[src/hw/rtl/hash_table_with_overflow_area_macros.svh]
// assertion macros shared by the hash table block
`ifndef HASH_TABLE_WITH_OVERFLOW_AREA_MACROS_SVH
`define HASH_TABLE_WITH_OVERFLOW_AREA_MACROS_SVH

// same-cycle implication, sampled on clk, off during rst
`define HTOA_ASSERT_IMP(lbl, ante, cons, msg) \
  lbl: assert property (@(posedge clk) disable iff (rst) (ante) |-> (cons)) \
    else $error(msg);

// next-cycle implication, sampled on clk, off during rst
`define HTOA_ASSERT_NEXT(lbl, ante, cons, msg) \
  lbl: assert property (@(posedge clk) disable iff (rst) (ante) |=> (cons)) \
    else $error(msg);

`endif

[src/hw/rtl/htoa_pkg.sv]
// shared types, codes and constants of the hash table with overflow area
`default_nettype none

package htoa_pkg;

  // default sizes
  localparam int unsigned DEF_PRIMARY_SLOTS  = 8;
  localparam int unsigned DEF_OVERFLOW_SLOTS = 8;
  localparam int unsigned DEF_KEY_CHARS      = 8;

  // fixed field widths
  localparam int unsigned KEY_W    = 64;
  localparam int unsigned REC_W    = 8;
  localparam int unsigned STATUS_W = 3;

  // operation codes
  localparam logic OP_INSERT = 1'b0;
  localparam logic OP_SEARCH = 1'b1;

  // result status codes
  typedef logic [STATUS_W-1:0] status_t;
  localparam status_t ST_PRIMARY   = 3'd0;
  localparam status_t ST_OVERFLOW  = 3'd1;
  localparam status_t ST_FULL      = 3'd2;
  localparam status_t ST_FOUND     = 3'd3;
  localparam status_t ST_NOT_FOUND = 3'd4;

  // where the result index comes from
  typedef enum logic [1:0] {
    SEL_NONE,
    SEL_PRIMARY,
    SEL_OVERFLOW
  } idx_sel_t;

  // commands from controller to datapath
  typedef struct packed {
    logic     load_in;
    logic     mod_step;
    logic     prim_read;
    logic     prim_write;
    logic     ovf_append;
    logic     scan_start;
    logic     scan_read;
    logic     scan_next;
    logic     res_set;
    status_t  res_status;
    idx_sel_t res_sel;
    logic     out_load;
  } htoa_cmd_t;

  // status from datapath to controller
  typedef struct packed {
    logic op_search;
    logic mod_last;
    logic prim_valid;
    logic prim_hit;
    logic ovf_room;
    logic ovf_empty;
    logic ovf_hit;
    logic scan_last;
    logic out_busy;
  } htoa_stat_t;

endpackage

`default_nettype wire

[src/hw/rtl/htoa_dp.sv]
// datapath: hash unit, primary and overflow stores, result and output registers
`default_nettype none

module htoa_dp #(
  parameter int unsigned PRIMARY_SLOTS  = htoa_pkg::DEF_PRIMARY_SLOTS,
  parameter int unsigned OVERFLOW_SLOTS = htoa_pkg::DEF_OVERFLOW_SLOTS,
  parameter int unsigned KEY_CHARS      = htoa_pkg::DEF_KEY_CHARS
) (
  input  wire logic                            clk,
  input  wire logic                            rst,
  input  wire htoa_pkg::htoa_cmd_t             cmd,
  output htoa_pkg::htoa_stat_t                 stat,
  input  wire logic                            operation,
  input  wire logic [htoa_pkg::KEY_W-1:0]      key,
  input  wire logic [htoa_pkg::REC_W-1:0]      record_index,
  input  wire logic                            out_ready,
  output logic                                 out_valid,
  output logic [htoa_pkg::STATUS_W-1:0]        status,
  output logic [htoa_pkg::REC_W-1:0]           result_index
);
  import htoa_pkg::*;

  localparam int unsigned KEY_BITS = 8 * KEY_CHARS;
  localparam int unsigned SUM_MAX  = KEY_CHARS * 255;
  localparam int unsigned SUM_W    = $clog2(SUM_MAX + 1);
  localparam int unsigned SLOT_W   = $clog2(PRIMARY_SLOTS);
  localparam int unsigned SHIFT    = SUM_W + SLOT_W;
  localparam int unsigned PROD_W   = SUM_W + SHIFT;
  localparam int unsigned RECIP    = ((32'd1 << SHIFT) + PRIMARY_SLOTS - 1) / PRIMARY_SLOTS;
  localparam int unsigned CNT_W    = $clog2(OVERFLOW_SLOTS + 1);
  localparam int unsigned OA_W     = (OVERFLOW_SLOTS > 1) ? $clog2(OVERFLOW_SLOTS) : 1;
  localparam logic [SHIFT-1:0] RECIP_C = SHIFT'(RECIP);
  localparam logic [SUM_W-1:0] DIVISOR = SUM_W'(PRIMARY_SLOTS);

  // captured transaction
  logic                op_q;
  logic [KEY_BITS-1:0] key_q;
  logic [REC_W-1:0]    rec_q;

  // hash unit: byte sum then reciprocal multiplication and multiply-subtract
  logic [SUM_W-1:0]  sum_in;
  logic [SUM_W-1:0]  rem;
  logic              mod_phase;
  logic [SUM_W-1:0]  quot;
  logic [PROD_W-1:0] prod;
  logic [SLOT_W-1:0] slot;

  // primary area
  logic [PRIMARY_SLOTS-1:0] prim_valid;
  logic [KEY_BITS-1:0]      prim_key_mem [PRIMARY_SLOTS];
  logic [REC_W-1:0]         prim_idx_mem [PRIMARY_SLOTS];
  logic                     pv_rd;
  logic [KEY_BITS-1:0]      pk_rd;
  logic [REC_W-1:0]         pi_rd;

  // overflow area
  logic [KEY_BITS-1:0] ovf_key_mem [OVERFLOW_SLOTS];
  logic [REC_W-1:0]    ovf_idx_mem [OVERFLOW_SLOTS];
  logic [CNT_W-1:0]    ovf_count;
  logic [OA_W-1:0]     scan;
  logic [KEY_BITS-1:0] ok_rd;
  logic [REC_W-1:0]    oi_rd;

  // pending result
  status_t          res_status;
  logic [REC_W-1:0] res_index;

  // byte sum of the used key characters
  always_comb begin
    sum_in = '0;
    for (int b = 0; b < KEY_CHARS; b++) begin
      sum_in = sum_in + SUM_W'(key[8*b +: 8]);
    end
  end

  // quotient estimate, exact over the whole sum range
  assign prod = PROD_W'(rem) * PROD_W'(RECIP_C);
  assign slot = rem[SLOT_W-1:0];

  // capture and hash registers: quotient first, remainder second
  always_ff @(posedge clk) begin
    if (cmd.load_in) begin
      op_q      <= operation;
      key_q     <= key[KEY_BITS-1:0];
      rec_q     <= record_index;
      rem       <= sum_in;
      mod_phase <= 1'b0;
    end else if (cmd.mod_step) begin
      if (!mod_phase) begin
        quot      <= prod[PROD_W-1:SHIFT];
        mod_phase <= 1'b1;
      end else begin
        rem <= rem - quot * DIVISOR;
      end
    end
  end

  // primary valid bits
  always_ff @(posedge clk) begin
    if (rst) begin
      prim_valid <= '0;
    end else if (cmd.prim_write) begin
      prim_valid[slot] <= 1'b1;
    end
  end

  // primary store, registered read
  always_ff @(posedge clk) begin
    if (cmd.prim_write) begin
      prim_key_mem[slot] <= key_q;
      prim_idx_mem[slot] <= rec_q;
    end
    if (cmd.prim_read) begin
      pv_rd <= prim_valid[slot];
      pk_rd <= prim_key_mem[slot];
      pi_rd <= prim_idx_mem[slot];
    end
  end

  // overflow fill count
  always_ff @(posedge clk) begin
    if (rst) begin
      ovf_count <= '0;
    end else if (cmd.ovf_append) begin
      ovf_count <= ovf_count + CNT_W'(1);
    end
  end

  // overflow store, registered read at the scan pointer
  always_ff @(posedge clk) begin
    if (cmd.ovf_append) begin
      ovf_key_mem[ovf_count[OA_W-1:0]] <= key_q;
      ovf_idx_mem[ovf_count[OA_W-1:0]] <= rec_q;
    end
    if (cmd.scan_read) begin
      ok_rd <= ovf_key_mem[scan];
      oi_rd <= ovf_idx_mem[scan];
    end
  end

  // scan pointer
  always_ff @(posedge clk) begin
    if (cmd.scan_start) begin
      scan <= '0;
    end else if (cmd.scan_next) begin
      scan <= scan + OA_W'(1);
    end
  end

  // pending result
  always_ff @(posedge clk) begin
    if (cmd.res_set) begin
      res_status <= cmd.res_status;
      case (cmd.res_sel)
        SEL_PRIMARY:  res_index <= pi_rd;
        SEL_OVERFLOW: res_index <= oi_rd;
        default:      res_index <= '0;
      endcase
    end
  end

  // output register
  always_ff @(posedge clk) begin
    if (rst) begin
      out_valid <= 1'b0;
    end else if (cmd.out_load) begin
      out_valid <= 1'b1;
    end else if (out_ready) begin
      out_valid <= 1'b0;
    end
  end

  always_ff @(posedge clk) begin
    if (cmd.out_load) begin
      status       <= res_status;
      result_index <= res_index;
    end
  end

  // status towards the controller
  always_comb begin
    stat            = '0;
    stat.op_search  = (op_q == OP_SEARCH);
    stat.mod_last   = mod_phase;
    stat.prim_valid = pv_rd;
    stat.prim_hit   = pv_rd && (pk_rd == key_q);
    stat.ovf_room   = (ovf_count < CNT_W'(OVERFLOW_SLOTS));
    stat.ovf_empty  = (ovf_count == '0);
    stat.ovf_hit    = (ok_rd == key_q);
    stat.scan_last  = ((CNT_W'(scan) + CNT_W'(1)) == ovf_count);
    stat.out_busy   = out_valid && !out_ready;
  end

endmodule

`default_nettype wire

[src/hw/rtl/htoa_ctrl.sv]
// controller: sequences hash, primary check, overflow append or scan, result
`default_nettype none

module htoa_ctrl (
  input  wire logic                 clk,
  input  wire logic                 rst,
  input  wire logic                 in_valid,
  output logic                      in_ready,
  output htoa_pkg::htoa_cmd_t       cmd,
  input  wire htoa_pkg::htoa_stat_t stat
);
  import htoa_pkg::*;

  typedef enum logic [2:0] {
    S_IDLE,
    S_MOD,
    S_PRIM_RD,
    S_PRIM_CHK,
    S_OVF_RD,
    S_OVF_CHK,
    S_DONE
  } state_t;

  state_t state;
  state_t state_next;

  // next state and commands
  always_comb begin
    state_next = state;
    cmd        = '0;
    case (state)
      S_IDLE: begin
        if (in_valid) begin
          cmd.load_in = 1'b1;
          state_next  = S_MOD;
        end
      end
      S_MOD: begin
        cmd.mod_step = 1'b1;
        if (stat.mod_last) begin
          state_next = S_PRIM_RD;
        end
      end
      S_PRIM_RD: begin
        cmd.prim_read = 1'b1;
        state_next    = S_PRIM_CHK;
      end
      S_PRIM_CHK: begin
        state_next  = S_DONE;
        cmd.res_set = 1'b1;
        cmd.res_sel = SEL_NONE;
        if (!stat.op_search) begin
          if (!stat.prim_valid) begin
            cmd.prim_write = 1'b1;
            cmd.res_status = ST_PRIMARY;
          end else if (stat.ovf_room) begin
            cmd.ovf_append = 1'b1;
            cmd.res_status = ST_OVERFLOW;
          end else begin
            cmd.res_status = ST_FULL;
          end
        end else if (stat.prim_hit) begin
          cmd.res_status = ST_FOUND;
          cmd.res_sel    = SEL_PRIMARY;
        end else if (stat.ovf_empty) begin
          cmd.res_status = ST_NOT_FOUND;
        end else begin
          cmd.res_set    = 1'b0;
          cmd.scan_start = 1'b1;
          state_next     = S_OVF_RD;
        end
      end
      S_OVF_RD: begin
        cmd.scan_read = 1'b1;
        state_next    = S_OVF_CHK;
      end
      S_OVF_CHK: begin
        if (stat.ovf_hit) begin
          cmd.res_set    = 1'b1;
          cmd.res_status = ST_FOUND;
          cmd.res_sel    = SEL_OVERFLOW;
          state_next     = S_DONE;
        end else if (stat.scan_last) begin
          cmd.res_set    = 1'b1;
          cmd.res_status = ST_NOT_FOUND;
          cmd.res_sel    = SEL_NONE;
          state_next     = S_DONE;
        end else begin
          cmd.scan_next = 1'b1;
          state_next    = S_OVF_RD;
        end
      end
      S_DONE: begin
        if (!stat.out_busy) begin
          cmd.out_load = 1'b1;
          state_next   = S_IDLE;
        end
      end
      default: begin
        state_next = S_IDLE;
      end
    endcase
  end

  // state and registered ready
  always_ff @(posedge clk) begin
    if (rst) begin
      state    <= S_IDLE;
      in_ready <= 1'b1;
    end else begin
      state    <= state_next;
      in_ready <= (state_next == S_IDLE);
    end
  end

endmodule

`default_nettype wire

[src/hw/rtl/hash_table_with_overflow_area.sv]
// Keyed table with a primary area and an overflow area. One transaction in
// gives exactly one transaction out. A key hashes to its primary slot as the
// byte sum modulo PRIMARY_SLOTS, worked out by a reciprocal multiplication
// for the quotient, then a multiply-subtract for the remainder. An insert,
// and a search answered without the overflow area, go on to a read and a
// check of the primary slot and then to the result; a search that misses the
// primary slot then reads and checks the overflow entries, if any, one at a
// time through the single read port of the overflow store, until a hit or the
// last entry. Items are handled one at a time; a finished result sits in the
// output register while the next key is taken in, and a stalled output holds
// the following result back and the input with it. No clearing pass is needed
// after reset.
`default_nettype none

module hash_table_with_overflow_area #(
  parameter int unsigned PRIMARY_SLOTS  = htoa_pkg::DEF_PRIMARY_SLOTS,
  parameter int unsigned OVERFLOW_SLOTS = htoa_pkg::DEF_OVERFLOW_SLOTS,
  parameter int unsigned KEY_CHARS      = htoa_pkg::DEF_KEY_CHARS
) (
  input  wire logic                        clk,
  input  wire logic                        rst,
  input  wire logic                        in_valid,
  output logic                             in_ready,
  input  wire logic                        operation,
  input  wire logic [htoa_pkg::KEY_W-1:0]  key,
  input  wire logic [htoa_pkg::REC_W-1:0]  record_index,
  output logic                             out_valid,
  input  wire logic                        out_ready,
  output logic [htoa_pkg::STATUS_W-1:0]    status,
  output logic [htoa_pkg::REC_W-1:0]       result_index
);
  import htoa_pkg::*;

`include "hash_table_with_overflow_area_macros.svh"

  htoa_cmd_t  cmd;
  htoa_stat_t stat;
  logic       found_set;

  // sequencer
  htoa_ctrl u_ctrl (
    .clk      (clk),
    .rst      (rst),
    .in_valid (in_valid),
    .in_ready (in_ready),
    .cmd      (cmd),
    .stat     (stat)
  );

  // stores and arithmetic
  htoa_dp #(
    .PRIMARY_SLOTS  (PRIMARY_SLOTS),
    .OVERFLOW_SLOTS (OVERFLOW_SLOTS),
    .KEY_CHARS      (KEY_CHARS)
  ) u_dp (
    .clk          (clk),
    .rst          (rst),
    .cmd          (cmd),
    .stat         (stat),
    .operation    (operation),
    .key          (key),
    .record_index (record_index),
    .out_ready    (out_ready),
    .out_valid    (out_valid),
    .status       (status),
    .result_index (result_index)
  );

  assign found_set = cmd.res_set && (cmd.res_status == ST_FOUND);

  // checks on the sequencing
  `HTOA_ASSERT_NEXT(a_busy_after_accept, in_valid && in_ready, !in_ready, "accepted while busy")
  `HTOA_ASSERT_IMP(a_load_when_free, cmd.out_load, !out_valid || out_ready, "result overwritten")
  `HTOA_ASSERT_IMP(a_found_on_search, found_set, stat.op_search, "insert reported found")
  `HTOA_ASSERT_IMP(a_status_code, out_valid, status <= ST_NOT_FOUND, "bad status code")

endmodule

`default_nettype wire

[config.mk]
export PLATFORM = sky130hd
export DESIGN_NAME = hash_table_with_overflow_area
export DESIGN_NICKNAME = d
export VERILOG_FILES = /design/src/hw/rtl/htoa_pkg.sv /design/src/hw/rtl/htoa_dp.sv /design/src/hw/rtl/htoa_ctrl.sv /design/src/hw/rtl/hash_table_with_overflow_area.sv
export VERILOG_INCLUDE_DIRS = /design/src /design/src/hw/rtl
export SDC_FILE = /design/constraint.sdc
export NUM_CORES = 1
export LEC_CHECK = 0
export BUFFER_PORTS_ARGS = -buffer_cell sky130_fd_sc_hd__buf_4
export CORE_ASPECT_RATIO = 0.8
export CORE_MARGIN = 4
export CORE_UTILIZATION = 55
export CTS_CLUSTER_SIZE = 30
export DETAILED_ROUTE_END_ITERATION = 12
export GPL_TIMING_DRIVEN = 0
export PLACE_DENSITY_LB_ADDON = 0.25
export SLEW_MARGIN = 0
export SYNTH_ARGS = -nofsm -noshare
export SYNTH_HDL_FRONTEND = slang
export SYNTH_SLANG_ARGS = --single-unit
[constraint.sdc]
create_clock -name clk -period 9.34 [get_ports clk]
set_input_delay 0.934 -clock clk [delete_from_list [all_inputs] [get_ports clk]]
set_output_delay 0.934 -clock clk [all_outputs]
set_load 0.005 [all_outputs]
==> summary.md, run 1 <==
| Metric | Value |
|---|---|
| DP Area | 55800 µm² |
| Final wirelength | roughly 130 mm |
| Aggregate global-route resource usage | 0.267 |
| Routability congestion estimate | a little under 0.9 |
| Clk pwr share | 0.343 |
| CTS tree | yes |
| Drt wl/cell | 32.6 µm |
| Clk sinks | 1416 |
| CP most frequent cell | nand4_1 |
| Grt ovf | 0 |
| Tightest Hold Check Type | in -> reg |
| Slew @ Worst Pin | approximately 1.5 ns |
| Area grow syn2layout | 14.8% |
| Slew HR | 0.00762 |
| Vias in the first global route | about 26000 |
| Net Sw Frac | 0.259 |
| Final Cycle Share | 0.510 |
| Crit path time final | about 4.8 ns |
| Cell Pwr Density | approximately 250 nW/µm² |
| CTS Root Buffer Type | clkbuf_16 |
| EDFF count, synth | about 1400 |
| Port Buffers | about 90 |
| Yosys Warn Count | 0 |
| Main synth FF type | edfxtp_1 |
| Worst-path clk slew | around 0.06 ns |
| CP Capture Type | flip-flop |
| RSZ-0062 raised after global routing | no |
| Initial detailed-routing violation count | around 3800 |
| Asr flop ratio synth | 0 |
| Synth Register Bits | 1416 |
| Worst Path Arrival | around 5.2 ns |
| WS Path Type | reg -> reg |
| DRC viols | 0 |
| Avg Cell Area, Syn | roughly 21 µm² |
| Layout fillers | around 6100 |
| Die Y | 283 µm |
| Drt pass-1 iters | 5 |
| Slowest stage delay, CP | 0.89 ns |
| Combinational Power Share | 0.141 |
| Largest net degree at the start of global routing | 43 |
| Max FO, Critical Path | 18 |
| Post-route ant nets | 0 |
| Post-cts repair resize count | 0 |
| First-pass GRT wire length | approximately 190 mm |
| Max Clock Freq | 210 MHz |
| Via count | about 27000 |
| Max Cap Viol | 0 |
| Int Pwr | about 11 mW |
| Number of max-slew violations in the final report | 0 |
| H-tree depth | 4 |
| Antenna violations before repair | 2 |
| Multi-input logic area | ~9400 µm² |
| CP Launch Type | flip-flop |
| # hold bufs at CTS | 0 |
| Count of different cell masters after synthesis | 43 |
| Register area share after synthesis | 0.812 |
| Ports | 90 |
| Synth Cell Area | between 50000 and 60000 µm² |
| Reg power frac | 0.517 |
| Clock skew | roughly 0.03 ns |
| TritonCTS Buffers | between 100 and 150 |
| Core outline area | 93500 µm² |
| Commonest non-fill, non-tap cell in the layout | edfxtp_1 |
| DP HPWL | about 87 mm |
| Maximum root-to-sink buffer count | 3 |
| Row Count | 100 |
| Clk_lat worst skew | 0.72 ns |
| Leak | roughly 18 nW |
| Worst path cell trace | xnor2_1, nand4_1, nor4_1, nand4_1, nand2b_1, ha_1, buf_1, nor2_1 |
| Layout cells sized above 1 | 0.207 |
| Final Util | 0.640 |
| Die width | ~350 µm |
| Syn Inst Count | ~2500 |
| Post-CTS Setup Inserts | 0 |
| Starting Density | 0.558 |
| Status | complete, no violations |
| Post-Syn Nets | 2574 |
| Endpoints failing setup | 0 |
| Die area | between 90000 and 100000 µm² |
| P_sw | between 3 and 4 mW |
| CP required | 9.78 ns |
| Most frequent cells in the layout | edfxtp_1 (1395), a22oi_1 (300), mux4_2 (144) |
| Final hold violation count | 0 |
| Vias per inst | 6.51 |
| CP max-delay cell | xnor2_1 |
| Worst vdd ir | between 0.0002 and 0.00025 V |
| Final #Nets | 2874 |
| Register area | around 42000 µm² |
| Final Cell Area | roughly 60000 µm² |
cell type report:
type,instances,area share
repair buffers,166,0.0334
flip-flops and latches,1416,0.707
inverters,23,0.00144
multi-input cells,925,0.157
diodes,1,0.0000418
well taps,1224,0.0256
clock buffers,172,0.0602
plain buffers,116,0.00761
clock inverters,52,0.00775
registers in the layout, indices dropped and copies added (netlist names), 3 cells and up:
name and cells:
u_dp.res_index 8, u_dp.res_status 3, u_dp.scan 3, u_dp.ovf_count 4, u_dp.prim_key_mem 512, u_dp.rem 3
u_dp.oi_rd 8, u_dp.pi_rd 8, u_dp.rec_q 8, u_dp.pk_rd 64, u_dp.key_q 64, u_dp.result_index 8
u_dp.status 3, u_dp.prim_valid 8, u_ctrl.state 3, u_dp.ovf_key_mem 512, u_dp.ovf_idx_mem 64, u_dp.ok_rd 64
u_dp.prim_idx_mem 64
synthesized netlist by cell type (3+ instances only):
cell type | count | area, µm²
nand2_1 | 15 | 56.3
nor4_1 | 16 | 100
nand2b_1 | 5 | 31.3
edfxtp_1 | 1395 | 41900
nor2_1 | 56 | 210
nand3_1 | 5 | 25.0
a21oi_1 | 6 | 30.0
and2_1 | 3 | 18.8
inv_1 | 23 | 86.3
nor3_1 | 5 | 25.0
buf_1 | 15 | 56.3
and3b_1 | 3 | 26.3
nand4_1 | 99 | 619
buf_2 | 15 | 75.1
xnor2_1 | 98 | 858
clkbuf_1 | 86 | 323
mux2_2 | 73 | 822
mux2i_1 | 3 | 30.0
xor2_1 | 50 | 438
fa_1 | 7 | 140
a22oi_1 | 300 | 2250
mux4_2 | 144 | 3240
ha_1 | 10 | 125
dfxtp_1 | 21 | 420
nor3b_1 | 3 | 22.5
per-layer routing:
layer | vias to the layer above | global-route usage | routed length, µm
met5 | - | 0 | 7
met2 | 1674 | 0.402 | 60900
met1 | 13800 | 0.375 | 51300
met4 | 2 | 0.0961 | 4910
met3 | 303 | 0.0808 | 16300
li1 | 10900 | - | -
through the flow:
step | setup WS, ns | cells | hold WS [ns] | TNS (ns) | total power, mW
final | 4.57 | 4095 | 0.383 | 0 | 15.0
after global routing | 4.16 | 4094 | 0.349 | 0 | 15.5
after CTS | 4.59 | 4094 | 0.338 | 0 | 15.1
after detailed placement | 4.11 | 3870 | 0.408 | 0 | 9.98
after global placement | -3.16 | 3792 | 0.409 | -742.15 | 9.90
after floorplan | 2.50 | 2480 | 0.400 | 0 | 8.99
worst max-delay path, delay by kind of cell (launching register included):
family / cells / cell delay (ns)
DFF: 1 / 0.66
xor gates and xnor gates: 1 / 0.89
and+or+nand+nor: 5 / 2.19
buffers and inverters: 1 / 0.37
adders and majority gates: 1 / 0.36
power groups by stage:
stage	combinational [mW]	sequential, mW	clock (mW)
floorplan	1.22	7.77	0
global placement	2.00	7.91	0
detailed placement	2.08	7.90	0
CTS	2.09	7.77	5.20
global route	2.21	7.80	5.49
finish	2.11	7.78	5.15
worst paths after layout:
check | depth (start not counted) | slack, ns | startpoint | endpoint
worst max register to register | 8 | 4.57 | u_dp.key_q[56]$_DFFE_PP_ | u_dp.res_index[4]$_DFFE_PP_
worst max-delay path | 8 | 4.57 | u_dp.key_q[56]$_DFFE_PP_ | u_dp.res_index[4]$_DFFE_PP_
worst min register to register | 0 | 0.42 | u_dp.res_index[3]$_DFFE_PP_ | u_dp.result_index[3]$_DFFE_PP_
worst min-delay path | 1 | 0.38 | key[7] | u_dp.key_q[7]$_DFFE_PP_
cells by family after synthesis:
family,share of synthesized area
DFF,0.812
AOI/OAI and AO/OA,0.0456
and+or+nand+nor,0.0240
muxes,0.0786
xor gates and xnor gates,0.0249
buffers and inverters,0.0104
adders and majority gates,0.00509
Power figures use the tool's default switching activity.
==> inputs of run 2 (changes only) <==
--- a/config.mk
+++ b/config.mk
@@ -6,6 +6,7 @@
 export SDC_FILE = /design/constraint.sdc
 export NUM_CORES = 1
 export LEC_CHECK = 0
+export ABC_AREA = 1
 export BUFFER_PORTS_ARGS = -buffer_cell sky130_fd_sc_hd__buf_4
 export CORE_ASPECT_RATIO = 0.8
 export CORE_MARGIN = 4
==> constraint.sdc (replaced) <==
create_clock -name clk -period 4.8 [get_ports clk]
set_input_delay 0.48 -clock clk [delete_from_list [all_inputs] [get_ports clk]]
set_output_delay 0.48 -clock clk [all_outputs]
set_load 0.005 [all_outputs]
==> summary.md, run 2 <==
| Metric | Value |
|---|---|
| Port Buffers | 89 (was 88) |
| DP HPWL | 95.3 mm (was 86.6 mm) |
| Vias in the first global route | 31400 (was 26400) |
| Syn Inst Count | 3744 (was 2480) |
| Ports | 90 (unchanged) |
| Number of max-slew violations in the final report | 11 (was 0) |
| Row Count | 102 (was 100) |
| Commonest non-fill, non-tap cell in the layout | edfxtp_1 (unchanged) |
| R2R Path End | u_dp.res_index[6]$_DFFE_PP_ (was u_dp.res_index[4]$_DFFE_PP_) |
| Die area | 103000 µm² (was 99800 µm²) |
| Worst Path Arrival | 4.49 ns (was 5.21 ns) |
| Final wirelength | 145 mm (was 133 mm) |
| Final hold violation count | 0 (unchanged) |
| Register area share after synthesis | 0.785 (was 0.812) |
| Most frequent cells in the layout | edfxtp_1 (1395), nor2_1 (619), nand2_1 (371) (was edfxtp_1 (1395), a22oi_1 (300), mux4_2 (144)) |
| Final #Nets | 4215 (was 2874) |
| Initial detailed-routing violation count | 4633 (was 3797) |
| Post-Syn Nets | 3838 (was 2574) |
| TritonCTS Buffers | 134 (was 132) |
| Clock skew | 0.0331 ns (was 0.0296 ns) |
| Worst vdd ir | 0.000400 V (was 0.000200 V) |
| Via count | 33000 (was 26700) |
| Synth Register Bits | 1416 (unchanged) |
| Worst r2r path cells | 12 (was 8) |
| Post-cts repair resize count | 0 (unchanged) |
| Drt wl/cell | 26.2 µm (was 32.6 µm) |
| Post-CTS Setup Inserts | 0 (unchanged) |
| Final Cell Area | 62700 µm² (was 59900 µm²) |
| Placed cell count | 5212 (was 3870) |
| Max Cap Viol | 1 (was 0) |
| Hold wc startpoint | out_ready (was key[7]) |
| Maximum root-to-sink buffer count | 3 (unchanged) |
| CP max-delay cell | dlygate4sd3_1 (was xnor2_1) |
| RSZ-0062 raised after global routing | no (unchanged) |
| Crit path time final | slightly below 4 ns |
| Antenna violations before repair | 6 (was 2) |
| Aggregate global-route resource usage | 0.282 (was 0.267) |
| WS Path Type | in -> reg (was reg -> reg) |
| Avg Cell Area, Syn | 14.4 µm² (was 21.0 µm²) |
| Asr flop ratio synth | 0 (unchanged) |
| Clk sinks | 1416 (unchanged) |
| Post-route ant nets | 0 (unchanged) |
| Final Cycle Share | 0.827 |
| H-tree depth | 4 (unchanged) |
| Top-count cell post-synth | edfxtp_1 (unchanged) |
| First-pass GRT wire length | 209 mm (was 190 mm) |
| Status | finished, violations left (was complete, no violations) |
| R2r setup slk | 0.91 ns (was 4.57 ns) |
| Final Util | 0.647 (was 0.640) |
| Die width | 358 µm (was 352 µm) |
| Area grow syn2layout | 16.4% (was 14.8%) |
| Clk_lat worst skew | 0.75 ns (was 0.72 ns) |
| Drt pass-1 iters | 6 (was 5) |
| Worst-path clk slew | 0.07 ns (was 0.06 ns) |
| CTS Root Buffer Type | clkbuf_16 (unchanged) |
| CP most frequent cell | fa_1 (was nand4_1) |
| Synth top cells by count | edfxtp_1 (1395), nor2_1 (626), nand2_1 (371) (was edfxtp_1 (1395), a22oi_1 (300), mux4_2 (144)) |
| Hold path depth | 4 (was 1) |
| Final hold slack | 0.0605 ns (was 0.383 ns) |
| Dominant cell type by area after synthesis | edfxtp_1 (unchanged) |
| Reg2reg start | u_dp.key_q[24]$_DFFE_PP_ (was u_dp.key_q[56]$_DFFE_PP_) |
| CP Launch Type | primary input (was flip-flop) |
| EDFF count, synth | 1395 (unchanged) |
| CP bufs+invs | 5 (was 1) |
| Violated checks | max-capacitance violations, max-slew violations |
| Count of different cell masters after synthesis | 35 (was 43) |
| Cell Pwr Density | 492 nW/µm² (was 251 nW/µm²) |
| Worst path top cell family by delay | adder cells (was simple AND/OR/NAND/NOR gates) |
| Yosys Warn Count | 0 (unchanged) |
| Die Y | 288 µm (was 283 µm) |
| Slew HR | -0.0195 (was 0.00762) |
| Endpoints failing setup | 0 (unchanged) |
| Synth top area share | 0.778 (was 0.804) |
| CP required | 5.31 ns (was 9.78 ns) |
| Top post-synthesis cells by area | edfxtp_1 (78%), nor2_1 (4.4%), o21ai_0 (2.8%) (was edfxtp_1 (80%), mux4_2 (6.2%), a22oi_1 (4.3%)) |
| CTS tree | yes (unchanged) |
| Max FO, Critical Path | 2 (was 18) |
| Synth Cell Area | 53900 µm² (was 52100 µm²) |
| Tightest Hold Check Type | in -> reg (unchanged) |
| CP Capture Type | flip-flop (unchanged) |
| Routability congestion estimate | 0.936 (was 0.886) |
| DRC viols | 0 (unchanged) |
| Max Clock Freq | roughly 250 MHz |
| Core outline area | 97000 µm² (was 93500 µm²) |
| DP Area | 57700 µm² (was 55800 µm²) |
| Starting Density | 0.555 (was 0.558) |
| Hold Path End | u_dp.out_valid$_SDFFE_PP0P_ (was u_dp.key_q[7]$_DFFE_PP_) |
| Main synth FF type | edfxtp_1 (unchanged) |
| Vias per inst | 5.98 (was 6.51) |
| Slowest stage delay, CP | 0.54 ns (was 0.89 ns) |
| Leak | 21.1 nW (was 18.5 nW) |
| Largest net degree at the start of global routing | 43 (unchanged) |
| # hold bufs at CTS | 73 (was 0) |
| Grt ovf | 0 (unchanged) |
| Layout cells sized above 1 | 0.106 (was 0.207) |
| Non-filler cells, final | 5523 (was 4095) |
| Worst path cell trace | dlygate4sd3_1, buf_4, ha_1, fa_1, fa_1, inv_1, fa_1, fa_1, inv_1, ha_1, ha_1, xnor2_1, xor2_1, inv_1, nor2_1, nor2_1 (was xnor2_1, nand4_1, nor4_1, nand4_1, nand2b_1, ha_1, buf_1, nor2_1) |
| Slew @ Worst Pin | 1.53 ns (was 1.49 ns) |
==> run 2: cell types whose count changed after synthesis, moves of 143 or more <==
cell	previous run	this run
a22oi_1	300	99
nor2_1	56	626
o21ai_0	2	303
mux4_2	144	0
nand2_1	15	371
inv_1	23	166
==> run 2: area by class of cell <==
| type | count | area [µm²] |
|---|---|---|
| repair buffers | 241 | 2750 |
| clock inverters | 55 | 656 |
| well taps | 1300 | 1630 |
| fillers | 6863 | 34300 |
| clock buffers | 181 | 3680 |
| plain buffers | 175 | 736 |
| multi-input cells | 1977 | 10300 |
| flip-flops and latches | 1416 | 42300 |
| inverters | 176 | 668 |
| diodes | 2 | 5.00 |
==> run 2: logic make-up after synthesis <==
| logic type | share of synthesized area |
|---|---|
| fa+ha+maj | 0.00492 |
| xor+xnor | 0.0132 |
| simple gates | 0.0889 |
| buf+inv | 0.0259 |
| flops | 0.785 |
| compound gates | 0.0818 |
==> run 2: worst min-delay path: cells and delay by family <==
| family | cells | cell delay (ns) |
|---|---|---|
| buffers and inverters | 2 | 0.14 |
| AO/OA/AOI/OAI | 1 | 0.07 |
| AND/OR/NAND/NOR | 1 | 0.04 |
==> run 2: power breakdown <==
part	total, mW	switching (mW)	leakage [nW]	internal [mW]
clock network	10.6	4.51	2.11	6.09
logic	5.63	3.97	6.23	1.66
registers	14.6	0.436	12.8	14.2
==> run 2: per-layer routing <==
metal	wire (µm)	track usage
met3	17700	0.0771
met4	4280	0.0895
met2	64100	0.418
met1	58800	0.410
met5	0	0
==> run 2: through the flow <==
| stage | TNS, ns | power, mW | worst slack [ns] |
|---|---|---|---|
| finish | 0 | 30.8 | 0.828 |
| global route | 0 | 32.0 | 0.665 |
| CTS | 0 | 30.8 | 0.861 |
| detailed placement | 0 | 20.3 | 0.636 |
| global placement | -4133.53 | 20.2 | -6.70 |
| floorplan | -503.84 | 18.0 | -1.88 |
==> run 2: worst max path at each step <==
stage	startpoint	endpoint	slack, ns	cells after the start
6_report	key[0]	u_dp.rem[2]$_DFFE_PP_	0.83	16
5_1_grt	key[0]	u_dp.rem[2]$_DFFE_PP_	0.66	16
4_1_cts	key[0]	u_dp.rem[2]$_DFFE_PP_	0.86	16
3_5_place_dp	key[0]	u_dp.rem[2]$_DFFE_PP_	0.64	15
3_3_place_gp	u_ctrl.state[2]$_SDFF_PP0_	u_ctrl.in_ready$_SDFF_PP1_	-6.70	4
2_1_floorplan	u_ctrl.state[1]$_SDFF_PP0_	u_dp.ovf_idx_mem[1][0]$_DFFE_PP_	-1.88	8
